File: config.mk
export PLATFORM = sky130hd
export DESIGN_NAME = vad_prep
export DESIGN_NICKNAME = d
export VERILOG_FILES = /design/src/sv/vad_pkg.sv /design/src/sv/vad_prep.sv
export SDC_FILE = /design/constraint.sdc
export NUM_CORES = 1
export LEC_CHECK = 0
export ABC_AREA = 1
export BUFFER_PORTS_ARGS = -buffer_cell sky130_fd_sc_hd__buf_2
export CAP_MARGIN = 20
export CORE_ASPECT_RATIO = 1.4
export CORE_MARGIN = 4
export CORE_UTILIZATION = 46
export DETAILED_ROUTE_END_ITERATION = 16
export GPL_TIMING_DRIVEN = 0
export PLACE_DENSITY_LB_ADDON = 0.05
export SETUP_SLACK_MARGIN = 0.15
export SLEW_MARGIN = 20
export SYNTH_ARGS = -nofsm -noshare
export SYNTH_HDL_FRONTEND = slang
export SYNTH_SLANG_ARGS = --single-unit
File: constraint.sdc
create_clock -name aclk -period 3.4 [get_ports aclk]
set_input_delay 0.51 -clock aclk [delete_from_list [all_inputs] [get_ports aclk]]
set_output_delay 0.51 -clock aclk [all_outputs]
set_load 0.005 [all_outputs]
File: src/sv/vad_pkg.sv
// Shared types, constants and the arctangent table for the angle pipeline.
// Used by vad_prep, vad_cell, vad_post and vector_angle_degrees.
// No dependencies.
package vad_pkg;

    // Defaults of the top-level parameters
    localparam int COORD_BITS_DEF      = 16;
    localparam int CORDIC_STEPS_DEF    = 16;
    localparam int ANGLE_FRAC_BITS_DEF = 7;

    // Datapath widths: x/y are scaled so the difference sits near bit 59
    localparam int XY_W       = 64;
    localparam int SCALE_TOP  = 59;
    localparam int Z_W        = 36;
    localparam int ZFRAC      = 24;
    localparam int TABLE_LEN  = 24;
    localparam int TAB_IDX_W  = 5;

    // Angle accumulator values of 90 and 360 degrees
    localparam logic signed [Z_W-1:0] Z_DEG90 = Z_W'(90) <<< ZFRAC;
    localparam logic signed [Z_W-1:0] Z_DEG360 = Z_W'(360) <<< ZFRAC;

    // Axis-aligned and zero differences are answered without rotation
    typedef enum logic [2:0] {
        SPEC_NONE,
        SPEC_ZERO,
        SPEC_90,
        SPEC_180,
        SPEC_270
    } spec_t;

    typedef struct packed {
        logic signed [XY_W-1:0] x;
        logic signed [XY_W-1:0] y;
        logic signed [Z_W-1:0]  z;
        logic                   wrap;
        spec_t                  spec;
    } cordic_state_t;

    // atan(2^-i) in degrees with ZFRAC fraction bits
    function automatic logic signed [Z_W-1:0] atan_deg(input logic [TAB_IDX_W-1:0] idx);
        logic signed [Z_W-1:0] v;
        case (idx)
            5'd0:    v = Z_W'(754974720);
            5'd1:    v = Z_W'(445687602);
            5'd2:    v = Z_W'(235489088);
            5'd3:    v = Z_W'(119537938);
            5'd4:    v = Z_W'(60000934);
            5'd5:    v = Z_W'(30029717);
            5'd6:    v = Z_W'(15018523);
            5'd7:    v = Z_W'(7509720);
            5'd8:    v = Z_W'(3754917);
            5'd9:    v = Z_W'(1877466);
            5'd10:   v = Z_W'(938734);
            5'd11:   v = Z_W'(469367);
            5'd12:   v = Z_W'(234684);
            5'd13:   v = Z_W'(117342);
            5'd14:   v = Z_W'(58671);
            5'd15:   v = Z_W'(29335);
            5'd16:   v = Z_W'(14668);
            5'd17:   v = Z_W'(7334);
            5'd18:   v = Z_W'(3667);
            5'd19:   v = Z_W'(1833);
            5'd20:   v = Z_W'(917);
            5'd21:   v = Z_W'(458);
            5'd22:   v = Z_W'(229);
            5'd23:   v = Z_W'(115);
            default: v = '0;
        endcase
        return v;
    endfunction

endpackage

File: src/sv/vad_prep.sv
// Front stage: point differences, axis cases and quadrant pre-rotation.
// Depends on vad_pkg.
module vad_prep #(
    parameter int COORD_BITS = vad_pkg::COORD_BITS_DEF
) (
    input  logic                      aclk,
    input  logic                      aresetn,
    input  logic                      in_valid,
    output logic                      in_ready,
    input  logic [COORD_BITS-1:0]     from_x,
    input  logic [COORD_BITS-1:0]     from_y,
    input  logic [COORD_BITS-1:0]     to_x,
    input  logic [COORD_BITS-1:0]     to_y,
    input  logic                      wrap_positive,
    output logic                      out_valid,
    input  logic                      out_ready,
    output vad_pkg::cordic_state_t    out_data
);

    localparam int SCALE_SHIFT = vad_pkg::SCALE_TOP - COORD_BITS;

    logic signed [COORD_BITS:0]         dx;
    logic signed [COORD_BITS:0]         dy;
    logic signed [vad_pkg::XY_W-1:0]    xs;
    logic signed [vad_pkg::XY_W-1:0]    ys;
    vad_pkg::cordic_state_t             data_next;
    vad_pkg::cordic_state_t             data_reg;
    logic                               valid_reg;
    logic                               valid_next;

    always_comb begin
        dx = $signed({to_x[COORD_BITS-1], to_x}) - $signed({from_x[COORD_BITS-1], from_x});
        dy = $signed({to_y[COORD_BITS-1], to_y}) - $signed({from_y[COORD_BITS-1], from_y});
        xs = vad_pkg::XY_W'(dx) <<< SCALE_SHIFT;
        ys = vad_pkg::XY_W'(dy) <<< SCALE_SHIFT;

        data_next.wrap = wrap_positive;
        if (dx == '0 && dy == '0) begin
            data_next.spec = vad_pkg::SPEC_ZERO;
        end else if (dx == '0) begin
            data_next.spec = (dy < 0) ? vad_pkg::SPEC_270 : vad_pkg::SPEC_90;
        end else if (dy == '0) begin
            data_next.spec = (dx < 0) ? vad_pkg::SPEC_180 : vad_pkg::SPEC_ZERO;
        end else begin
            data_next.spec = vad_pkg::SPEC_NONE;
        end

        // left half-plane: turn by a quarter so the rotation converges
        if (dx < 0) begin
            if (dy > 0) begin
                data_next.x = ys;
                data_next.y = -xs;
                data_next.z = vad_pkg::Z_DEG90;
            end else begin
                data_next.x = -ys;
                data_next.y = xs;
                data_next.z = -vad_pkg::Z_DEG90;
            end
        end else begin
            data_next.x = xs;
            data_next.y = ys;
            data_next.z = '0;
        end
    end

    assign in_ready   = !valid_reg || out_ready;
    assign valid_next = in_ready ? in_valid : valid_reg;

    always_ff @(posedge aclk) begin
        if (!aresetn) begin
            valid_reg <= 1'b0;
        end else begin
            valid_reg <= valid_next;
        end
    end

    always_ff @(posedge aclk) begin
        if (in_ready && in_valid) begin
            data_reg <= data_next;
        end
    end

    assign out_valid = valid_reg;
    assign out_data  = data_reg;

endmodule

==> flow_summary.ini <==
[worst_setup_path]
critPathBufInv = 3
critical-path-top-delay-family = simple AND/OR/NAND/NOR gates
endpoint_kind = flip-flop
slowest_delay_ns = 0.55
crit_top_cell = nand2_1
cp_data_arrival_time_ns = 3.08
slowest_stage = fa_1
startpoint_type = primary input
critPathRequiredTime_ns = 3.44
cp_max_fo = 10
crit_chain = buf_2, ha_1, fa_1, ha_1, inv_1, a21oi_1, nand3_1, nor2_1, nand3_1, nor2_1, nand3_2, nor2_1, nor2_2, clkbuf_4, nand2_1, nand2_1, nand2_1, nand2_1
critical_path_class = primary input to flip-flop
r2r_slack_ns = 1.93

[floorplanning]
ios = 239
die_area_um2 = 15600
rows = 50
die_w_um = 107
fp.dieH_um = 146
start_util_pct = 46.8
core_um2 = 13400

[logic_synthesis]
avgSynthCellArea_um2 = 6.27
yosysTopAreaCell = edfxtp_1
ys_async_sr_fraction_pct = 0
netlist_area_um2 = 6270
ys.warnings.count = 0
synth_edf_count = 49
ys_top_cells_by_area = edfxtp_1, nand2_1, buf_4, inv_1, nand3_1
ys_seq_area_share_pct = 23.8
netlist_instances = 999
yosysUniqueCellTypes = 34
synth-seq-cells = 50
synth_top_area_share_pct = 23.5
ys.flop_type = edfxtp_1

[placed_design]
port-buffer-count = 127
place_congestion = 0.948
dpl_worst_slack_ns = -0.0514
dp_hpwl_um = 14200

[cts]
cts_made_buffers = 5
cts_tree = built
clock_path_buffers = 2
clock-root-buffer = clkbuf_16
clkSlewWorstSetupHoldPaths_ns = 0.07
cts_num_sinks = 50
h-tree-depth = 2
clk_latency_ns = 0.29

[layout]
antenna-diode-count = 0
final_nets = 1355
fillers = 1448
syn_to_final_growth_pct = 24.7
drive_gt1_share_pct = 23.3
final_util_pct = 58.4

[timing]
final_max_slew_viol_count = 0
worst_slack_ns = 0.360
finClkSkew_ns = 0.00521
tightest_slew_ns = 0.538
max_slew_margin_pct = 63.9
period_minus_slack_ns = 3.04
rsz0062_at_grt = true
finalSetupViolCount = 0
fmax_mhz = 329
hold_violations = 0
fin_crit_sh_pct = 89.4

[global_routing]
grt_pass1_wl_um = 26600
grt_max_degree = 25
grt-ovfl-total = 0
grt_pass1_vias = 5770
antenna_found_initial = 0
track_usage_pct = 20.5

[route]
first_iter_violations = 264
wirelength_um = 16400
wire_per_inst_um = 11.5
firstDrtPassIters = 5
viasPerCell = 4.43
drc_errors = 0
drtAntennaViolNets = 0
num_vias = 6348

[pwr]
p_sw_share_pct = 40.5
ir_drop_mv = 0.221
p_int_w = 0.00158
combPwrFrac_pct = 50.0
p_sw_w = 0.00108
cellLeakagePower_nw = 4.73
clkPwrFrac_pct = 19.6
pwr-share-seq_pct = 30.5
p_per_area_nw_per_um2 = 340

[hold_path]
min_path_type = primary input to flip-flop

[run]
cap_violations = 0

[status]
status = complete, no violations
==> per-layer routing <==
metal	GRT usage [%]	share of wire [%]
met4	6.33	2.5
met1	23.8	40
met2	38.8	51
met5	0	0
met3	1.90	5.7
==> worst paths after layout <==
kind                 startpoint       endpoint  cells past startpoint
setup / recovery      from_y[0]   out_data[86]                     18
hold / removal    wrap_positive    out_data[3]                      1
setup reg to reg      out_valid  out_data[151]                      3
hold reg to reg       out_valid      out_valid                      2
==> sequential cells by signal, indices dropped and copies added (netlist names) <==
register   cells
out_data      49
out_valid      1
==> Yosys cell counts (7+ instances only) <==
cell      number
nand2_1      372
xor2_1        13
nand4_1       16
inv_1        155
o21ai_0        7
nand3_1       91
nor2_1        60
nor3_1        10
edfxtp_1      49
a21oi_1       17
buf_4        120
ha_1          34
==> cell families (layout without fill, tap and decap cells) <==
family	count (synthesis)	count (layout)	synth area share (%)
AOI/OAI and AO/OA	37	37	3.27
xor gates and xnor gates	16	16	2.36
adders and majority gates	36	36	7.43
buffers and inverters	287	427	24.9
DFF	50	50	23.8
other	1	113	0.0598
and+or+nand+nor	572	572	38.2
==> metrics by stage <==
| step | instance area [um^2] | hold slack (ns) | total power [W] | instances | setup TNS (ns) |
|---|---|---|---|---|---|
| 6_report | 7810 | 0.393 | 0.00266 | 1433 | 0 |
| 5_1_grt | 7810 | 0.392 | 0.00287 | 1433 | 0 |
| 4_1_cts | 7770 | 0.389 | 0.00265 | 1430 | 0 |
| 3_3_place_gp | 7550 | 0.511 | 0.00210 | 1420 | -0.0606 |
| 2_1_floorplan | 6690 | 0.536 | 0.00175 | 1111 | 0 |
| 3_5_place_dp | 7620 | 0.535 | 0.00213 | 1422 | -0.0684 |
==> layout make-up <==
cell class	instances	area (um^2)	area share [%]
Multi-Input combinational cell	774	3660	46.9
Sequential cell	50	1490	19.1
Buffer	130	976	12.5
Timing Repair Buffer	132	713	9.13
Inverter	157	589	7.54
Tap cell	182	228	2.91
Clock buffer	5	125	1.60
Clock inverter	3	28.8	0.368
==> placed cells by master, fill, tap and decap left out, drive strengths merged <==
cell type / instances
a21oi: 18
nand3: 93
nor4: 1
a21boi: 1
nor2: 65
o21bai: 2
edfxtp: 49
nand4: 16
clkbuf: 8
inv: 158
ha: 34
buf: 259
o31ai: 2
nand3b: 6
dfxtp: 1
nor3: 10
o21ai: 14
and2: 4
xnor2: 2
nand2: 377
xor2: 14
clkinv: 2
conb: 113
fa: 2
==> power by group through the flow <==
stage | sequential [W] | clock [W] | combinational (W)
floorplan | 0.000840 | 0 | 0.000910
global placement | 0.000824 | 0 | 0.00128
detailed placement | 0.000825 | 0 | 0.00130
CTS | 0.000811 | 0.000527 | 0.00131
global route | 0.000818 | 0.000548 | 0.00151
finish | 0.000809 | 0.000520 | 0.00133
==> what timing repair did <==
item / 4_1_cts / 5_1_grt
endpoints found under the setup margin: 0 / 22
hold buffers: 0 / 0
buffers inserted: 0 / 3
gates resized for setup: 0 / 7
No activity file was read; power rests on OpenSTA's default activity.
