### config.mk
export PLATFORM = sky130hd
export DESIGN_NAME = vad_post
export DESIGN_NICKNAME = d
export VERILOG_FILES = /design/src/sv/vad_pkg.sv /design/src/sv/vad_post.sv
export SDC_FILE = /design/constraint.sdc
export NUM_CORES = 1
export LEC_CHECK = 0
export BUFFER_PORTS_ARGS = -buffer_cell sky130_fd_sc_hd__buf_2
export CAP_MARGIN = 40
export CORE_AREA = 2 2 74 76
export CTS_CLUSTER_SIZE = 8
export DETAILED_ROUTE_END_ITERATION = 8
export DIE_AREA = 0 0 76 78
export PLACE_DENSITY = 0.8
export SYNTH_ARGS = -nofsm -noshare
export SYNTH_HDL_FRONTEND = slang
export SYNTH_SLANG_ARGS = --single-unit
### constraint.sdc
create_clock -name aclk -period 3.5 [get_ports aclk]
set_clock_uncertainty 0.15 [all_clocks]
set_input_delay 0.7 -clock aclk [delete_from_list [all_inputs] [get_ports aclk]]
set_output_delay 0.7 -clock aclk [all_outputs]
set_load 0.01 [all_outputs]
### src/sv/vad_pkg.sv
// Shared types, constants and the arctangent table for the angle pipeline.
// Used by vad_prep, vad_cell, vad_post and vector_angle_degrees.
// No dependencies.
package vad_pkg;

    // Defaults of the top-level parameters
    localparam int COORD_BITS_DEF      = 16;
    localparam int CORDIC_STEPS_DEF    = 16;
    localparam int ANGLE_FRAC_BITS_DEF = 7;

    // Datapath widths: x/y are scaled so the difference sits near bit 59
    localparam int XY_W       = 64;
    localparam int SCALE_TOP  = 59;
    localparam int Z_W        = 36;
    localparam int ZFRAC      = 24;
    localparam int TABLE_LEN  = 24;
    localparam int TAB_IDX_W  = 5;

    // Angle accumulator values of 90 and 360 degrees
    localparam logic signed [Z_W-1:0] Z_DEG90 = Z_W'(90) <<< ZFRAC;
    localparam logic signed [Z_W-1:0] Z_DEG360 = Z_W'(360) <<< ZFRAC;

    // Axis-aligned and zero differences are answered without rotation
    typedef enum logic [2:0] {
        SPEC_NONE,
        SPEC_ZERO,
        SPEC_90,
        SPEC_180,
        SPEC_270
    } spec_t;

    typedef struct packed {
        logic signed [XY_W-1:0] x;
        logic signed [XY_W-1:0] y;
        logic signed [Z_W-1:0]  z;
        logic                   wrap;
        spec_t                  spec;
    } cordic_state_t;

    // atan(2^-i) in degrees with ZFRAC fraction bits
    function automatic logic signed [Z_W-1:0] atan_deg(input logic [TAB_IDX_W-1:0] idx);
        logic signed [Z_W-1:0] v;
        case (idx)
            5'd0:    v = Z_W'(754974720);
            5'd1:    v = Z_W'(445687602);
            5'd2:    v = Z_W'(235489088);
            5'd3:    v = Z_W'(119537938);
            5'd4:    v = Z_W'(60000934);
            5'd5:    v = Z_W'(30029717);
            5'd6:    v = Z_W'(15018523);
            5'd7:    v = Z_W'(7509720);
            5'd8:    v = Z_W'(3754917);
            5'd9:    v = Z_W'(1877466);
            5'd10:   v = Z_W'(938734);
            5'd11:   v = Z_W'(469367);
            5'd12:   v = Z_W'(234684);
            5'd13:   v = Z_W'(117342);
            5'd14:   v = Z_W'(58671);
            5'd15:   v = Z_W'(29335);
            5'd16:   v = Z_W'(14668);
            5'd17:   v = Z_W'(7334);
            5'd18:   v = Z_W'(3667);
            5'd19:   v = Z_W'(1833);
            5'd20:   v = Z_W'(917);
            5'd21:   v = Z_W'(458);
            5'd22:   v = Z_W'(229);
            5'd23:   v = Z_W'(115);
            default: v = '0;
        endcase
        return v;
    endfunction

endpackage

### src/sv/vad_post.sv
// Last stage: wrap, round to the output fraction, clamp, and axis-case select.
// Holds the output register. Depends on vad_pkg.
module vad_post #(
    parameter int ANGLE_FRAC_BITS = vad_pkg::ANGLE_FRAC_BITS_DEF
) (
    input  logic                        aclk,
    input  logic                        aresetn,
    input  logic                        in_valid,
    output logic                        in_ready,
    input  vad_pkg::cordic_state_t      in_data,
    output logic                        out_valid,
    input  logic                        out_ready,
    output logic [ANGLE_FRAC_BITS+9:0]  angle_deg
);

    localparam int OUT_W = ANGLE_FRAC_BITS + 10;
    localparam int RSH   = vad_pkg::ZFRAC - ANGLE_FRAC_BITS;
    localparam logic signed [vad_pkg::Z_W-1:0] HALF = vad_pkg::Z_W'(1) <<< (RSH - 1);
    localparam logic signed [vad_pkg::Z_W-1:0] WRAP_HALF = vad_pkg::Z_DEG360 + HALF;
    localparam logic signed [vad_pkg::Z_W-1:0] LO = -(vad_pkg::Z_W'(180) <<< ANGLE_FRAC_BITS);
    localparam logic signed [vad_pkg::Z_W-1:0] HI =
        (vad_pkg::Z_W'(360) <<< ANGLE_FRAC_BITS) - vad_pkg::Z_W'(1);
    localparam logic signed [OUT_W-1:0] ANG90  = OUT_W'(90) <<< ANGLE_FRAC_BITS;
    localparam logic signed [OUT_W-1:0] ANG180 = OUT_W'(180) <<< ANGLE_FRAC_BITS;
    localparam logic signed [OUT_W-1:0] ANG270 = OUT_W'(270) <<< ANGLE_FRAC_BITS;

    logic signed [vad_pkg::Z_W-1:0] z_biased;
    logic signed [vad_pkg::Z_W-1:0] z_round;
    logic signed [OUT_W-1:0]        angle_next;
    logic signed [OUT_W-1:0]        angle_reg;
    logic                           valid_reg;
    logic                           valid_next;

    always_comb begin
        // wrap offset and rounding half folded into one add
        if (in_data.wrap && in_data.z < 0) begin
            z_biased = in_data.z + WRAP_HALF;
        end else begin
            z_biased = in_data.z + HALF;
        end
        z_round = z_biased >>> RSH;

        case (in_data.spec)
            vad_pkg::SPEC_ZERO: angle_next = '0;
            vad_pkg::SPEC_90:   angle_next = ANG90;
            vad_pkg::SPEC_180:  angle_next = ANG180;
            vad_pkg::SPEC_270:  angle_next = ANG270;
            default: begin
                if (z_round > HI) begin
                    angle_next = OUT_W'(HI);
                end else if (z_round < LO) begin
                    angle_next = OUT_W'(LO);
                end else begin
                    angle_next = OUT_W'(z_round);
                end
            end
        endcase
    end

    assign in_ready   = !valid_reg || out_ready;
    assign valid_next = in_ready ? in_valid : valid_reg;

    always_ff @(posedge aclk) begin
        if (!aresetn) begin
            valid_reg <= 1'b0;
        end else begin
            valid_reg <= valid_next;
        end
    end

    always_ff @(posedge aclk) begin
        if (in_ready && in_valid) begin
            angle_reg <= angle_next;
        end
    end

    assign out_valid = valid_reg;
    assign angle_deg = angle_reg;

endmodule
==> key figures <==
Yosys
  – Synth Instances: 203
  – Synthesized flop and latch total: 18
  – Mapped Nets: about 380
  – Async SR Flop Fraction: 0%
  – Post-synthesis compound-gate area fraction: around 25%
  – Distinct cells, synth: 66
  – Seq/Total Area, Yosys: approximately 30%
  – Avg Inst Size Synth: between 8 and 9 sq um
  – Largest family of logic cells by synthesized area: simple AND/OR/NAND/NOR gates
  – Synth warnings: 0
  – Number of synthesized flops with an enable pin: 17
  – Post-Synth Simple-Gate Area: 29.33%
  – Fraction of the mapped netlist area in adder cells: 0.7153%
  – Most common flop cell mapped by yosys: edfxtp_1
  – XOR/XNOR Fraction of Synth Area: between 8 and 9%
  – Post-synthesis cell area: between 1500 and 2000 sq um
  – Post-synthesis mux area share: under 10%

Pwr
  – Maximum vdd ir drop: 0.1514 mV
  – Final Power: around 630 uW
  – Power density over the cells: 294.5 nW/um^2
  – Pleak: between 0.0008 and 0.0009 uW

Cells and area
  – Share of layout cells above drive strength 1: between 30% and 40%
  – Final Net Count: around 420
  – Non-filler cells, final: between 300 and 400
  – Syn-to-layout area delta: 21.39%
  – Register Area: 530.5 sq um
  – Multi-input gate area: 1134 sq um
  – Number of filler cells placed in the layout: about 500
  – Antenna fix cells: 0

Floorplanning
  – Initial core utilization: a little over a third
  – Die width: 76 um
  – Floorplan row count: 26
  – Die Y: between 70 and 80 um
  – Die area: just under 6000 sq um
  – Ports: 191
  – Core region area: between 5000 and 6000 sq um

STA
  – Worst-Margin Slew: 0.6837 ns
  – RSZ-0062 raised after global routing: no
  – Sum of negative setup slack: 0 ns
  – Final hold violation count: 0
  – Min Tclk post-route: 3.185 ns
  – Max frequency: 0.3140 GHz
  – Slew Limit Headroom: 54.42%
  – Final Cycle Share: between 90% and 100%
  – Final count of negative-setup-slack endpoints: 0
  – Max-slew violation count: 0

Placed design
  – Routability cong.: 0.8346
  – Cells after DPL: ~320
  – Port bufs: 46
  – Post-DP HPWL: roughly 3400 um

Route
  – Routed len/inst: 13.33 um
  – Drt drc: 0
  – Met1 WL: between 2000 and 2500 um
  – DRT antenna net count: 0
  – DR iter-0 viols: around 110
  – Met3 WL: just under 400 um
  – Final WL: ~4300 um
  – Vias/cell: 5.372
  – Top layer in use: met4
  – Pre-Repair DR Iteration Count: 4
  – Vias: between 1500 and 2000
  – Routed met2 length: between 1500 and 2000 um

Clock network
  – # H-tree levels: 1
  – Clk_lat worst skew: around 0.25 ns
  – Clock Tree Root: clkbuf_8
  – CTS resizes: 0
  – CTS buffer count: 3
  – Longest Clk Path Bufs: 2
  – CTS Sinks: 18
  – CTS tree: built
  – Setup Buffers After CTS: 0
  – Hold buffers post-CTS: 0
  – Clock transition at path regs: 0.06 ns

Flow run
  – Max-cap violations: 0

Global route
  – Initial antenna violation count: 0
  – GRT overflow: 0
  – First-pass GRT wire length: 7169 um
  – Total GRT Usage: around 14%
  – Largest net degree at the start of global routing: 18
  – Vias in the first global route: 1559

Run status
  – Status: completed

Worst hold path
  – HP Class: reg -> reg

Setup path
  – Critical path class: in -> reg
  – Crit path capture type: flop
  – Required @ worst endpoint: 3.34 ns
  – Max FO, Critical Path: 8
  – Startpoint types: input pin
  – Worst Path Arrival: 3.03 ns
[cells by family after synthesis]
logic type / after synthesis
compound gates: 60
xor+xnor: 17
fa+ha+maj: 1
buf+inv: 20
flops: 18
mux: 3
simple gates: 84
[synth_stat cells, types with 2 or more instances]
cell	number	area, sq um
nand2_1	23	86.33
edfxtp_1	17	510.5
nor2_1	14	52.55
xnor2_1	13	113.9
a21oi_1	10	50.05
inv_1	10	37.54
nand3_1	9	45.04
o21ai_0	8	40.04
nor3_1	6	30.03
o211ai_1	6	45.04
o21ai_1	5	25.02
and2_1	4	25.02
buf_2	4	20.02
xor2_1	4	35.03
a21boi_0	3	22.52
clkbuf_1	3	11.26
mux2i_1	3	30.03
o22ai_1	3	18.77
a211oi_1	2	15.01
a31oi_1	2	12.51
nand2b_1	2	12.51
nand3b_1	2	15.01
nand4_2	2	25.02
nor4_1	2	12.51
nor4_4	2	42.54
nor4b_2	2	30.03
or3_1	2	12.51
or4_1	2	15.01
[critical path: stages]
cell and delay, ns:
buf_2 0.14, nand3_2 0.18, nor4_4 0.46, nor2_2 0.06, or4_1 0.47, a211oi_2 0.23
o21ai_0 0.13, a21oi_1 0.26, or2_1 0.28, o21ai_1 0.12
[area by class of cell]
| class | instances | area share [%] |
|---|---|---|
| Inverter | 11 | 1.945 |
| Sequential cell | 18 | 24.99 |
| Clock buffer | 4 | 2.593 |
| Tap cell | 70 | 4.125 |
| Timing Repair Buffer | 52 | 12.96 |
| Multi-Input combinational cell | 165 | 53.39 |
[metrics by stage]
stage | setup WS (ns) | utilization (%) | instance area, sq um | hold WS (ns)
final | 0.3152 | 42.11 | 2123 | 0.4916
after global routing | 0.05775 | 42.11 | 2123 | 0.5398
after CTS | 0.3109 | 42.11 | 2123 | 0.4674
after detailed placement | 0.05167 | 41.02 | 2068 | 0.4537
after global placement | 0.09745 | 41.02 | 2068 | 0.4459
after floorplan | 0.3197 | - | 1749 | 0.4596
[placed cells by master, fill, tap and decap left out, types with 2 or more instances in the layout]
cell type,netlist,final
mux2i_1,3,3
nand2b_1,2,2
a21boi_0,3,3
nand3_1,9,9
and2_1,4,4
inv_1,10,10
nand2_1,23,23
or3_1,2,2
nor3_1,6,6
nor4_4,2,2
o21ai_0,8,8
nor4_1,2,2
a31oi_1,2,2
a21oi_1,10,10
buf_2,4,46
xnor2_1,13,13
or4_1,2,2
o21ai_1,5,5
nand3b_1,2,2
o22ai_1,3,3
nor4b_2,2,2
a211oi_1,2,2
nor2_1,14,14
o211ai_1,6,6
edfxtp_1,17,17
xor2_1,4,4
clkbuf_8,0,4
buf_4,1,6
nand4_2,2,2
[final timing paths]
| kind | start | to | slack (ns) | depth (start not counted) |
|---|---|---|---|---|
| setup reg to reg | out_valid$_SDFFE_PN0N_ | angle_deg[12]$_DFFE_PP_ | 1.88 | 2 |
| hold / removal | out_valid$_SDFFE_PN0N_ | out_valid$_SDFFE_PN0N_ | 0.49 | 2 |
| setup / recovery | in_data[22] | angle_deg[5]$_DFFE_PP_ | 0.32 | 10 |
| hold reg to reg | out_valid$_SDFFE_PN0N_ | out_valid$_SDFFE_PN0N_ | 0.49 | 2 |
[sequential cells by signal, summed over array words and instances (netlist names)]
register	flops
angle_deg	17
out_valid	1
[power by group]
group          leakage [uW]  internal, uW  switching [uW]
sequential         0.000175           261            3.75
clock             0.0000288          99.7            60.6
combinational      0.000639          79.5             121
total              0.000843           440             186
[per-layer routing]
| metal | GRT usage (%) | vias up |
|---|---|---|
| met1 | 21.75 | 759 |
| met3 | 2.442 | 9 |
| met4 | 3.455 | 0 |
| met5 | 0 | - |
| met2 | 21.25 | 92 |
| li1 | - | 859 |
(Power assumes the default switching activity.)
